### src/usb_bulk_in_double_buffer_packetizer_macros.svh
// ----------------------------------------------------------------------------
// USB bulk IN packetizer assertion macros
// Shared concurrent assertion forms, clocked on clk and held off by arst_n.
// ----------------------------------------------------------------------------
`ifndef USB_BULK_IN_DOUBLE_BUFFER_PACKETIZER_MACROS_SVH
`define USB_BULK_IN_DOUBLE_BUFFER_PACKETIZER_MACROS_SVH

// Same-cycle implication
`define UBP_ASSERT_IMPL(lbl, ante, cons) \
	lbl: assert property (@(posedge clk) disable iff (!arst_n) (ante) |-> (cons)) \
		else $error("packetizer assertion failed");

// Next-cycle implication
`define UBP_ASSERT_NEXT(lbl, ante, cons) \
	lbl: assert property (@(posedge clk) disable iff (!arst_n) (ante) |=> (cons)) \
		else $error("packetizer assertion failed");

`endif

### src/ubp_pkg.sv
// ----------------------------------------------------------------------------
// USB bulk IN packetizer package
// Function codes, result kinds, result word layout and slot positions.
// ----------------------------------------------------------------------------
package ubp_pkg;

	// Input function codes
	typedef enum logic [1:0] {
		FUNC_PUT    = 2'd0,
		FUNC_FLUSH  = 2'd1,
		FUNC_DONE   = 2'd2,
		FUNC_CONFIG = 2'd3
	} func_t;

	// Result kinds
	typedef enum logic [2:0] {
		KIND_WRITE = 3'd0,
		KIND_SENT  = 3'd1,
		KIND_BUSY  = 3'd2,
		KIND_DROP  = 3'd3,
		KIND_ACK   = 3'd4
	} kind_t;

	localparam logic [7:0] CHAR_LF = 8'h0A;
	localparam logic [7:0] CHAR_CR = 8'h0D;

	// One result word
	typedef struct packed {
		kind_t      kind;
		logic       bank;
		logic [6:0] position;
		logic [7:0] out_byte;
	} result_t;

	// Bank control flags
	typedef struct packed {
		logic       cur_bank;
		logic       flushed;
		logic [1:0] pending;
	} flags_t;

	// Fixed result slots, drained lowest first; single DROP, BUSY and ACK results use the first slot
	localparam int NUM_SLOTS     = 5;
	localparam int SLOT_CR_WRITE = 0;
	localparam int SLOT_CR_SEND  = 1;
	localparam int SLOT_CH_WRITE = 2;
	localparam int SLOT_CH_SEND  = 3;
	localparam int SLOT_FLUSH    = 4;

	localparam result_t RESULT_ACK = '{kind: KIND_ACK, bank: 1'b0, position: 7'd0,
		out_byte: 8'd0};
	localparam result_t RESULT_DROP = '{kind: KIND_DROP, bank: 1'b0, position: 7'd0,
		out_byte: 8'd0};

endpackage

### src/ubp_ifs.sv
// ----------------------------------------------------------------------------
// USB bulk IN packetizer channels
// Valid/ready interfaces for the input item and result word channels.
// ----------------------------------------------------------------------------
interface ubp_item_if;
	logic       valid;
	logic       ready;
	logic [1:0] func;
	logic [7:0] data_byte;
	logic [1:0] done_mask;

	modport source(output valid, output func, output data_byte, output done_mask,
		input ready);
	modport sink(input valid, input func, input data_byte, input done_mask,
		output ready);
endinterface

interface ubp_result_if;
	logic       valid;
	logic       ready;
	logic [2:0] kind;
	logic       bank;
	logic [6:0] position;
	logic [7:0] out_byte;
	logic       last;

	modport source(output valid, output kind, output bank, output position,
		output out_byte, output last, input ready);
	modport sink(input valid, input kind, input bank, input position,
		input out_byte, input last, output ready);
endinterface

### src/ubp_step.sv
// ----------------------------------------------------------------------------
// USB bulk IN packetizer step logic
// Computes all result words and the next bank state for one input item.
// ----------------------------------------------------------------------------
module ubp_step #(
	parameter int PACKET_SIZE = 64,
	localparam int FW = $clog2(PACKET_SIZE)
) (
	input  logic                                    link_up,
	input  logic [1:0]                              func,
	input  logic [7:0]                              data_byte,
	input  logic [1:0]                              done_mask,
	input  logic [FW-1:0]                           fill,
	input  ubp_pkg::flags_t                         flags,
	output logic [FW-1:0]                           fill_nxt,
	output ubp_pkg::flags_t                         flags_nxt,
	output logic [ubp_pkg::NUM_SLOTS-1:0]           slot_vld,
	output ubp_pkg::result_t [ubp_pkg::NUM_SLOTS-1:0] slots
);

	localparam logic [FW-1:0] FILL_LAST = FW'(PACKET_SIZE - 1);
	localparam logic [6:0]    FULL_POS  = 7'(PACKET_SIZE % 128);

	function automatic logic [6:0] pos7(input logic [FW-1:0] f);
		logic [FW+6:0] w;
		w = {7'd0, f};
		return w[6:0];
	endfunction

	logic            nl;
	logic            full_a, busy_a, full_b, busy_b, fire_c, busy_c;
	logic [FW-1:0]   f1, f2, fx;
	ubp_pkg::flags_t fl1, fl2, flx, fl3;
	logic            put_ok, busy_bank;
	ubp_pkg::result_t w_a, s_a, w_b, s_b, r_c, r_busy;

	always_comb begin
		nl = data_byte == ubp_pkg::CHAR_LF;

		// Carriage return ahead of a newline
		full_a = fill == FILL_LAST;
		busy_a = flags.pending[flags.cur_bank];
		w_a = '{kind: ubp_pkg::KIND_WRITE, bank: flags.cur_bank, position: pos7(fill),
			out_byte: ubp_pkg::CHAR_CR};
		s_a = '{kind: ubp_pkg::KIND_SENT, bank: flags.cur_bank, position: FULL_POS,
			out_byte: 8'd0};
		if (nl) begin
			fl1.cur_bank = full_a ? ~flags.cur_bank : flags.cur_bank;
			fl1.flushed  = 1'b0;
			fl1.pending  = full_a ? (flags.pending | {flags.cur_bank, ~flags.cur_bank})
				: flags.pending;
			f1 = full_a ? '0 : fill + FW'(1);
		end else begin
			fl1 = flags;
			f1  = fill;
		end

		// The byte itself
		full_b = f1 == FILL_LAST;
		busy_b = fl1.pending[fl1.cur_bank];
		w_b = '{kind: ubp_pkg::KIND_WRITE, bank: fl1.cur_bank, position: pos7(f1),
			out_byte: data_byte};
		s_b = '{kind: ubp_pkg::KIND_SENT, bank: fl1.cur_bank, position: FULL_POS,
			out_byte: 8'd0};
		fl2.cur_bank = full_b ? ~fl1.cur_bank : fl1.cur_bank;
		fl2.flushed  = 1'b0;
		fl2.pending  = full_b ? (fl1.pending | {fl1.cur_bank, ~fl1.cur_bank}) : fl1.pending;
		f2 = full_b ? '0 : f1 + FW'(1);

		// Flush, either requested or following a newline
		if (ubp_pkg::func_t'(func) == ubp_pkg::FUNC_FLUSH) begin
			flx = flags;
			fx  = fill;
		end else begin
			flx = fl2;
			fx  = f2;
		end
		fire_c = ~flx.flushed;
		busy_c = fire_c & flx.pending[flx.cur_bank];
		r_c = '{kind: ubp_pkg::KIND_SENT, bank: flx.cur_bank, position: pos7(fx),
			out_byte: 8'd0};
		fl3.cur_bank = ~flx.cur_bank;
		fl3.flushed  = 1'b1;
		fl3.pending  = flx.pending | {flx.cur_bank, ~flx.cur_bank};

		// Refuse the whole put if any step hits a pending bank
		put_ok = ~(nl & busy_a) & ~busy_b & ~(nl & busy_c);
		if (nl & busy_a) begin
			busy_bank = flags.cur_bank;
		end else if (busy_b) begin
			busy_bank = fl1.cur_bank;
		end else begin
			busy_bank = flx.cur_bank;
		end
		r_busy = '{kind: ubp_pkg::KIND_BUSY, bank: busy_bank, position: 7'd0,
			out_byte: 8'd0};

		// Default slot contents and unchanged state
		slots[ubp_pkg::SLOT_CR_WRITE] = w_a;
		slots[ubp_pkg::SLOT_CR_SEND]  = s_a;
		slots[ubp_pkg::SLOT_CH_WRITE] = w_b;
		slots[ubp_pkg::SLOT_CH_SEND]  = s_b;
		slots[ubp_pkg::SLOT_FLUSH]    = r_c;
		slot_vld  = '0;
		fill_nxt  = fill;
		flags_nxt = flags;

		case (ubp_pkg::func_t'(func))
			ubp_pkg::FUNC_PUT: begin
				if (!link_up) begin
					slots[ubp_pkg::SLOT_CR_WRITE] = ubp_pkg::RESULT_DROP;
					slot_vld[ubp_pkg::SLOT_CR_WRITE] = 1'b1;
				end else if (!put_ok) begin
					slots[ubp_pkg::SLOT_CR_WRITE] = r_busy;
					slot_vld[ubp_pkg::SLOT_CR_WRITE] = 1'b1;
				end else begin
					slot_vld[ubp_pkg::SLOT_CR_WRITE] = nl;
					slot_vld[ubp_pkg::SLOT_CR_SEND]  = nl & full_a;
					slot_vld[ubp_pkg::SLOT_CH_WRITE] = 1'b1;
					slot_vld[ubp_pkg::SLOT_CH_SEND]  = full_b;
					slot_vld[ubp_pkg::SLOT_FLUSH]    = nl & fire_c;
					if (nl & fire_c) begin
						fill_nxt  = '0;
						flags_nxt = fl3;
					end else begin
						fill_nxt  = f2;
						flags_nxt = fl2;
					end
				end
			end
			ubp_pkg::FUNC_FLUSH: begin
				if (!link_up) begin
					slots[ubp_pkg::SLOT_CR_WRITE] = ubp_pkg::RESULT_DROP;
					slot_vld[ubp_pkg::SLOT_CR_WRITE] = 1'b1;
				end else if (busy_c) begin
					slots[ubp_pkg::SLOT_CR_WRITE] = r_busy;
					slot_vld[ubp_pkg::SLOT_CR_WRITE] = 1'b1;
				end else if (fire_c) begin
					slot_vld[ubp_pkg::SLOT_FLUSH] = 1'b1;
					fill_nxt  = '0;
					flags_nxt = fl3;
				end else begin
					slots[ubp_pkg::SLOT_CR_WRITE] = ubp_pkg::RESULT_ACK;
					slot_vld[ubp_pkg::SLOT_CR_WRITE] = 1'b1;
				end
			end
			ubp_pkg::FUNC_DONE: begin
				flags_nxt.pending = flags.pending & ~done_mask;
				slots[ubp_pkg::SLOT_CR_WRITE] = ubp_pkg::RESULT_ACK;
				slot_vld[ubp_pkg::SLOT_CR_WRITE] = 1'b1;
			end
			default: begin
				// Configure reset
				fill_nxt  = '0;
				flags_nxt = '{cur_bank: 1'b0, flushed: 1'b1, pending: 2'b00};
				slots[ubp_pkg::SLOT_CR_WRITE] = ubp_pkg::RESULT_ACK;
				slot_vld[ubp_pkg::SLOT_CR_WRITE] = 1'b1;
			end
		endcase
	end

endmodule

### src/usb_bulk_in_double_buffer_packetizer.sv
// Timing: an item's first result word is offered in the cycle after the item moves out
// of the input register, so it passes the input register and then the slot register.
// Throughput: one item per cycle while each item yields one word and ready is high;
// a multi-word item (a newline: up to four) holds the slot register until all are taken.
// Reset (arst_n low): bank 0, fill 0, flushed set, no banks pending, link down,
// no words in flight.
// ----------------------------------------------------------------------------
// USB bulk IN double-buffer packetizer
// Input register, single-pass step logic, and a result slot register drained
// one word per handshake.
// ----------------------------------------------------------------------------
`include "usb_bulk_in_double_buffer_packetizer_macros.svh"

module usb_bulk_in_double_buffer_packetizer #(
	parameter int PACKET_SIZE = 64
) (
	input  logic         clk,
	input  logic         arst_n,
	input  logic         cfg_we,
	input  logic         cfg_data,
	ubp_item_if.sink     items,
	ubp_result_if.source results
);

	localparam int FW = $clog2(PACKET_SIZE);
	localparam int NS = ubp_pkg::NUM_SLOTS;

	// Input stage
	logic       vld_s1;
	logic [1:0] func_s1;
	logic [7:0] data_s1;
	logic [1:0] done_s1;

	// Bank state and link register
	logic [FW-1:0]   fill_q;
	ubp_pkg::flags_t flags_q;
	logic            link_q;

	// Step outputs
	logic [FW-1:0]              fill_nxt;
	ubp_pkg::flags_t            flags_nxt;
	logic [NS-1:0]              slot_vld_nxt;
	ubp_pkg::result_t [NS-1:0]  slots_nxt;

	// Result slot register and drain
	logic [NS-1:0]              slot_vld_q;
	ubp_pkg::result_t [NS-1:0]  slots_q;
	logic [NS-1:0]              sel_oh;
	logic [NS-1:0]              remaining;
	ubp_pkg::result_t           sel_res;
	logic                       take, slot_free, adv_s1;

	// Handshake control
	assign take      = results.valid & results.ready;
	assign remaining = slot_vld_q & ~sel_oh;
	assign slot_free = (slot_vld_q == '0) | (take & (remaining == '0));
	assign adv_s1    = vld_s1 & slot_free;
	assign items.ready = ~vld_s1 | adv_s1;

	// Hold the input word
	always_ff @(posedge clk or negedge arst_n) begin
		if (!arst_n) begin
			vld_s1 <= 1'b0;
		end else if (items.ready) begin
			vld_s1 <= items.valid;
		end
	end

	always_ff @(posedge clk) begin
		if (items.valid && items.ready) begin
			func_s1 <= items.func;
			data_s1 <= items.data_byte;
			done_s1 <= items.done_mask;
		end
	end

	// Capture link state from the configuration port
	always_ff @(posedge clk or negedge arst_n) begin
		if (!arst_n) begin
			link_q <= 1'b0;
		end else if (cfg_we) begin
			link_q <= cfg_data;
		end
	end

	ubp_step #(
		.PACKET_SIZE(PACKET_SIZE)
	) u_step (
		.link_up   (link_q),
		.func      (func_s1),
		.data_byte (data_s1),
		.done_mask (done_s1),
		.fill      (fill_q),
		.flags     (flags_q),
		.fill_nxt  (fill_nxt),
		.flags_nxt (flags_nxt),
		.slot_vld  (slot_vld_nxt),
		.slots     (slots_nxt)
	);

	// Advance bank state when the item moves to the slot register
	always_ff @(posedge clk or negedge arst_n) begin
		if (!arst_n) begin
			fill_q  <= '0;
			flags_q <= '{cur_bank: 1'b0, flushed: 1'b1, pending: 2'b00};
		end else if (adv_s1) begin
			fill_q  <= fill_nxt;
			flags_q <= flags_nxt;
		end
	end

	// Load or drain result slots
	always_ff @(posedge clk or negedge arst_n) begin
		if (!arst_n) begin
			slot_vld_q <= '0;
		end else if (adv_s1) begin
			slot_vld_q <= slot_vld_nxt;
		end else if (take) begin
			slot_vld_q <= remaining;
		end
	end

	always_ff @(posedge clk) begin
		if (adv_s1) begin
			slots_q <= slots_nxt;
		end
	end

	// Pick the lowest occupied slot
	always_comb begin
		sel_oh  = '0;
		sel_res = slots_q[0];
		for (int i = NS - 1; i >= 0; i--) begin
			if (slot_vld_q[i]) begin
				sel_oh  = NS'(1) << i;
				sel_res = slots_q[i];
			end
		end
	end

	assign results.valid    = |slot_vld_q;
	assign results.kind     = sel_res.kind;
	assign results.bank     = sel_res.bank;
	assign results.position = sel_res.position;
	assign results.out_byte = sel_res.out_byte;
	assign results.last     = remaining == '0;

	`UBP_ASSERT_NEXT(a_item_has_result, adv_s1, slot_vld_q != '0)
	`UBP_ASSERT_NEXT(a_slots_hold, !adv_s1 && !take, $stable(slot_vld_q))
	`UBP_ASSERT_NEXT(a_busy_keeps_state,
		adv_s1 && slot_vld_nxt[0] && slots_nxt[0].kind == ubp_pkg::KIND_BUSY,
		$stable(fill_q) && $stable(flags_q))
	`UBP_ASSERT_IMPL(a_fill_range, 1'b1, int'(fill_q) < PACKET_SIZE)

endmodule
### src/flat_wrapper.sv
// flat-port wrapper written by rule: the top's interface ports become plain ports
module usb_bulk_in_double_buffer_packetizer_flat 
#(
	parameter int PACKET_SIZE = 64
)
  (clk, arst_n, cfg_we, cfg_data, items_valid, items_func, items_data_byte, items_done_mask, items_ready, results_valid, results_kind, results_bank, results_position, results_out_byte, results_last, results_ready);
  ubp_item_if items_i ();
  ubp_result_if results_i ();
  input  logic clk;
  input  logic arst_n;
  input  logic cfg_we;
  input  logic cfg_data;
  input wire logic [$bits(items_i.valid)-1:0] items_valid;
  input wire logic [$bits(items_i.func)-1:0] items_func;
  input wire logic [$bits(items_i.data_byte)-1:0] items_data_byte;
  input wire logic [$bits(items_i.done_mask)-1:0] items_done_mask;
  output wire logic [$bits(items_i.ready)-1:0] items_ready;
  output wire logic [$bits(results_i.valid)-1:0] results_valid;
  output wire logic [$bits(results_i.kind)-1:0] results_kind;
  output wire logic [$bits(results_i.bank)-1:0] results_bank;
  output wire logic [$bits(results_i.position)-1:0] results_position;
  output wire logic [$bits(results_i.out_byte)-1:0] results_out_byte;
  output wire logic [$bits(results_i.last)-1:0] results_last;
  input wire logic [$bits(results_i.ready)-1:0] results_ready;
  assign items_i.valid = items_valid;
  assign items_i.func = items_func;
  assign items_i.data_byte = items_data_byte;
  assign items_i.done_mask = items_done_mask;
  assign items_ready = items_i.ready;
  assign results_valid = results_i.valid;
  assign results_kind = results_i.kind;
  assign results_bank = results_i.bank;
  assign results_position = results_i.position;
  assign results_out_byte = results_i.out_byte;
  assign results_last = results_i.last;
  assign results_i.ready = results_ready;
  usb_bulk_in_double_buffer_packetizer #(.PACKET_SIZE(PACKET_SIZE)) u_core (.clk(clk), .arst_n(arst_n), .cfg_we(cfg_we), .cfg_data(cfg_data), .items(items_i), .results(results_i));
endmodule
### config.mk
export PLATFORM = sky130hd
export DESIGN_NAME = usb_bulk_in_double_buffer_packetizer_flat
export DESIGN_NICKNAME = d
export VERILOG_FILES = /design/src/ubp_pkg.sv /design/src/ubp_ifs.sv /design/src/ubp_step.sv /design/src/usb_bulk_in_double_buffer_packetizer.sv /design/src/flat_wrapper.sv
export VERILOG_INCLUDE_DIRS = /design/src /design/src/src
export SDC_FILE = /design/constraint.sdc
export NUM_CORES = 1
export LEC_CHECK = 0
export ABC_AREA = 1
export CAP_MARGIN = 0
export CORE_ASPECT_RATIO = 1.1
export CORE_MARGIN = 2
export CORE_UTILIZATION = 50
export DETAILED_ROUTE_END_ITERATION = 12
export DONT_BUFFER_PORTS = 1
export HOLD_SLACK_MARGIN = 0.06
export SKIP_CTS_REPAIR_TIMING = 1
export SLEW_MARGIN = 15
export SYNTH_ARGS = -nofsm -noshare
export SYNTH_HDL_FRONTEND = slang
export SYNTH_HIERARCHICAL = 1
export SYNTH_SLANG_ARGS = --single-unit
### constraint.sdc
create_clock -name clk -period 3.28 [get_ports clk]
set_input_delay 0.656 -clock clk [delete_from_list [all_inputs] [get_ports clk]]
set_output_delay 0.656 -clock clk [all_outputs]
set_load 0.02 [all_outputs]
==> out/metrics.cfg <==
[logic_synthesis]
number_of_enable_type_register_cells_in_the_synthesized_netlist=107
synth.ff_latch_count=124
postSynthAreaPerCell_um2=9.49
synth-xor-area-share_pct=0.521
ys.warnings.count=6
adder_cell_share_of_the_synthesized_area_pct=0.372
synthesis.instances=708
postSynth.asyncResetShare_pct=13.7
ys_types=41
synth.cell_area_um2=6720
synthTopCellsByArea=sky130_fd_sc_hd__edfxtp_1, sky130_fd_sc_hd__nand2_1, sky130_fd_sc_hd__buf_4, sky130_fd_sc_hd__dfrtp_1, sky130_fd_sc_hd__nand3_1
synthDominantAreaCellType=sky130_fd_sc_hd__edfxtp_1
synth_mux_area_share_pct=0.168
synth-seq-area-share_pct=54.2
synth_top_area_share_pct=47.8
synth_top_family_by_area=simple AND/OR/NAND/NOR gates
compound_gate_portion_of_the_synthesized_area_pct=10.3
synth-main-ff-cell=sky130_fd_sc_hd__edfxtp_1
synth-simple-area-share_pct=20.9

[global_route]
antenna_found_initial=0
overall_global_routing_resource_usage_pct=22.1
first_global_vias=4648
global_route_wire_length_before_repair_mm=23.9
grt_start_max_net_pins=50
overflow=0

[power_and_ir_drop]
power.static_leakage_uw=0.00316
peakVddDrop_mv=0.469
power.density_cell_area_nw_per_um2=1080

[setup_path]
critical_path.endpoint_type=flop
cp.required_ps=3450
critical_path_peak_fanout=7
timing_worst_setup_path_type=reg -> reg
start_kind=flop
worst-endpoint-arrival_ps=3180

[clocking]
path_clk_slew_ps=60
clock_tree.root_cell=sky130_fd_sc_hd__clkbuf_16
cts_inserted_buffers=17
cts_sinks=124
clock_path_buffers=2
clkLatencyLatePin_ps=420
clock_tree.htree_level_count=4
tritoncts=done

[sta]
fin_tns_setup_ps=0
timing.final.hold_violations=0
hold-worst-slack_ps=333
worst-slew-pin-transition_ps=842
timing.final.max_slew_violations=0
grt_setup_unrepaired=false
slew_headroom_pct=43.7
final.period_utilization_pct=91.8
maximum_clock_frequency_ghz=0.332
timing.final.crit_period_ps=3010
finalClockSkew_ps=7.32
finalSetupViolations=0

[final_layout]
finalNonFillerCells=898
n_antenna_cell=0
drive_gt1_share_pct=15.2
finalCoreUtilization_pct=56.4
final_area_um2=7410
area_growth_syn_to_layout_pct=10.3
layout.filler_cells=1159
total_nets_final=744

[floorplanning]
dieArea_um2=14400
coreArea_um2=13200
boundaryPins=40
initial_utilization_pct=51.1
floorplan.die.height_um=126
die_width_um=115
placementRows=44

[placement]
port-buffer-count=0
detailed_place_hpwl_mm=10.4
numPlacedInstances=862
gpl.final_weighted_congestion=0.889
placed_cell_area_um2=6740

[route]
detailedRoute.firstPassIterationCount=5
detailroute.via_count=4759
initialDrtViolationCount=345
routed_wl_mm=14.8
route.detailed.vias_per_inst=5.30
detail-route-antenna-nets=0
wl_met1_mm=6.46
route.detailed.drc=0
routed-wl-met3_um=833
highest-signal-layer=met4
detail_route.wl_per_cell_um=16.5
met2_length_mm=7.26

[status]
status=finished, final reports clean

[flow_run]
maxCapViolations=0

[worst_hold_path]
timing.hold.worst.class=in -> reg

-- critical path, cell delays in order, from the launching register on --
cell and delay (ps):
sky130_fd_sc_hd__dfrtp_1 380, sky130_fd_sc_hd__ha_1 240, sky130_fd_sc_hd__nand3_1 130, sky130_fd_sc_hd__nor2_1 70
sky130_fd_sc_hd__o21ai_0 130, sky130_fd_sc_hd__o21ai_0 100, sky130_fd_sc_hd__inv_1 110, sky130_fd_sc_hd__ha_2 210
sky130_fd_sc_hd__nand3_2 130, sky130_fd_sc_hd__nor2_8 190, sky130_fd_sc_hd__nand3_4 110, sky130_fd_sc_hd__nand2_2 90
sky130_fd_sc_hd__nand3_2 90, sky130_fd_sc_hd__nand3_2 160, sky130_fd_sc_hd__nand3_4 130, sky130_fd_sc_hd__nand3_4 170
sky130_fd_sc_hd__nand2_2 130, sky130_fd_sc_hd__inv_2 150, sky130_fd_sc_hd__nor2_1 60
-- synthesized netlist by cell type, types with 3 or more instances --
library cell	number
sky130_fd_sc_hd__clkbuf_1	13
sky130_fd_sc_hd__a21oi_1	40
sky130_fd_sc_hd__buf_2	6
sky130_fd_sc_hd__inv_2	8
sky130_fd_sc_hd__nand3_4	3
sky130_fd_sc_hd__o221ai_1	4
sky130_fd_sc_hd__o21ai_0	50
sky130_fd_sc_hd__inv_1	58
sky130_fd_sc_hd__dfrtp_1	16
sky130_fd_sc_hd__nand3_1	66
sky130_fd_sc_hd__xor2_1	3
sky130_fd_sc_hd__nor2_2	4
sky130_fd_sc_hd__buf_6	3
sky130_fd_sc_hd__o21ai_1	8
sky130_fd_sc_hd__edfxtp_1	107
sky130_fd_sc_hd__nor2_1	34
sky130_fd_sc_hd__nand2_1	145
sky130_fd_sc_hd__buf_4	72
sky130_fd_sc_hd__nand3_2	6
sky130_fd_sc_hd__o211ai_1	16
sky130_fd_sc_hd__nand2_2	13
sky130_fd_sc_hd__nand4_1	8
sky130_fd_sc_hd__nand2_4	4
-- cells in the final DEF (no fill, tap or decap), types with 2 or more instances in the layout --
master                          Yosys  routed
sky130_fd_sc_hd__a21oi_1           40      40
sky130_fd_sc_hd__buf_12             0       2
sky130_fd_sc_hd__buf_4             72      31
sky130_fd_sc_hd__bufinv_16          0       4
sky130_fd_sc_hd__clkbuf_1          13       2
sky130_fd_sc_hd__clkbuf_16          0      17
sky130_fd_sc_hd__clkbuf_8           0       3
sky130_fd_sc_hd__clkinv_2           0       2
sky130_fd_sc_hd__clkinvlp_4         0       2
sky130_fd_sc_hd__conb_1             2      58
sky130_fd_sc_hd__dfrtp_1           16      16
sky130_fd_sc_hd__dlygate4sd3_1      0       2
sky130_fd_sc_hd__edfxtp_1         107     107
sky130_fd_sc_hd__inv_1             58      58
sky130_fd_sc_hd__inv_2              8       7
sky130_fd_sc_hd__nand2_1          145     145
sky130_fd_sc_hd__nand2_2           13      13
sky130_fd_sc_hd__nand2_4            4       4
sky130_fd_sc_hd__nand3_1           66      66
sky130_fd_sc_hd__nand3_2            6       6
sky130_fd_sc_hd__nand3_4            3       3
sky130_fd_sc_hd__nand4_1            8       8
sky130_fd_sc_hd__nor2_1            34      34
sky130_fd_sc_hd__nor2_2             4       4
sky130_fd_sc_hd__nor2_4             2       2
sky130_fd_sc_hd__o211ai_1          16      16
sky130_fd_sc_hd__o21ai_0           50      49
sky130_fd_sc_hd__o21ai_1            8       9
sky130_fd_sc_hd__o221ai_1           4       4
sky130_fd_sc_hd__xor2_1             3       3
-- registers in the layout, summed over array words and instances, names as in the netlist --
name               cells
u_core/data_s1         8
u_core/done_s1         2
u_core/fill_q          6
u_core/flags_q         4
u_core/func_s1         2
u_core/link_q          1
u_core/slot_vld_q      5
u_core/slots_q        95
u_core/vld_s1          1
-- routing by layer --
metal  track usage [%]  up-vias
li1                  -     2325
met1              28.9     2269
met2              35.2      139
met3              6.74       26
met4              6.89        0
met5                 0        -
-- power breakdown --
group          leakage, uW  internal, uW  switching, uW  total (uW)
sequential         0.00124          2550            268        2820
clock             0.000307          1330            674        2010
combinational      0.00162          1000           2200        3200
-- layout make-up --
cell class | instances | area [um^2] | share of cell area, %
Clock buffer | 22 | 474 | 6.40
Clock inverter | 10 | 163 | 2.19
Inverter | 67 | 254 | 3.43
Multi-Input combinational cell | 479 | 2390 | 32.2
Sequential cell | 124 | 3640 | 49.1
Tap cell | 161 | 201 | 2.72
Timing Repair Buffer | 35 | 293 | 3.95
-- logic make-up after synthesis --
logic type,Yosys count
adder cells (fa/ha/maj),2
other,2
multiplexers,1
AND/OR/NAND/NOR,290
buffers and inverters,161
XOR/XNOR,4
AO/OA/AOI/OAI,124
flip-flops,124
-- worst paths after layout --
| kind | startpoint | endpoint | slack, ps | cells past startpoint |
|---|---|---|---|---|
| hold / removal | items_data_byte[3] | u_core/data_s1[3] | 330 | 0 |
| max in group asynchronous | arst_n | u_core/slot_vld_q[3] | 1970 | 1 |
| min in group asynchronous | arst_n | u_core/flags_q[2] | 710 | 1 |
| setup reg to reg | u_core/fill_q[0] | u_core/slots_q[11] | 270 | 18 |
| setup / recovery | u_core/fill_q[0] | u_core/slots_q[11] | 270 | 18 |
| hold reg to reg | u_core/data_s1[5] | u_core/slots_q[43] | 450 | 0 |
-- stage by stage --
| stage | worst slack, ps | power, uW |
|---|---|---|
| floorplan | 533 | 5040 |
| global placement | 331 | 6030 |
| detailed placement | 275 | 6060 |
| CTS | 234 | 8090 |
| global route | 2.92 | 8540 |
| finish | 269 | 8030 |
No activity file was read; power rests on OpenSTA's default activity.
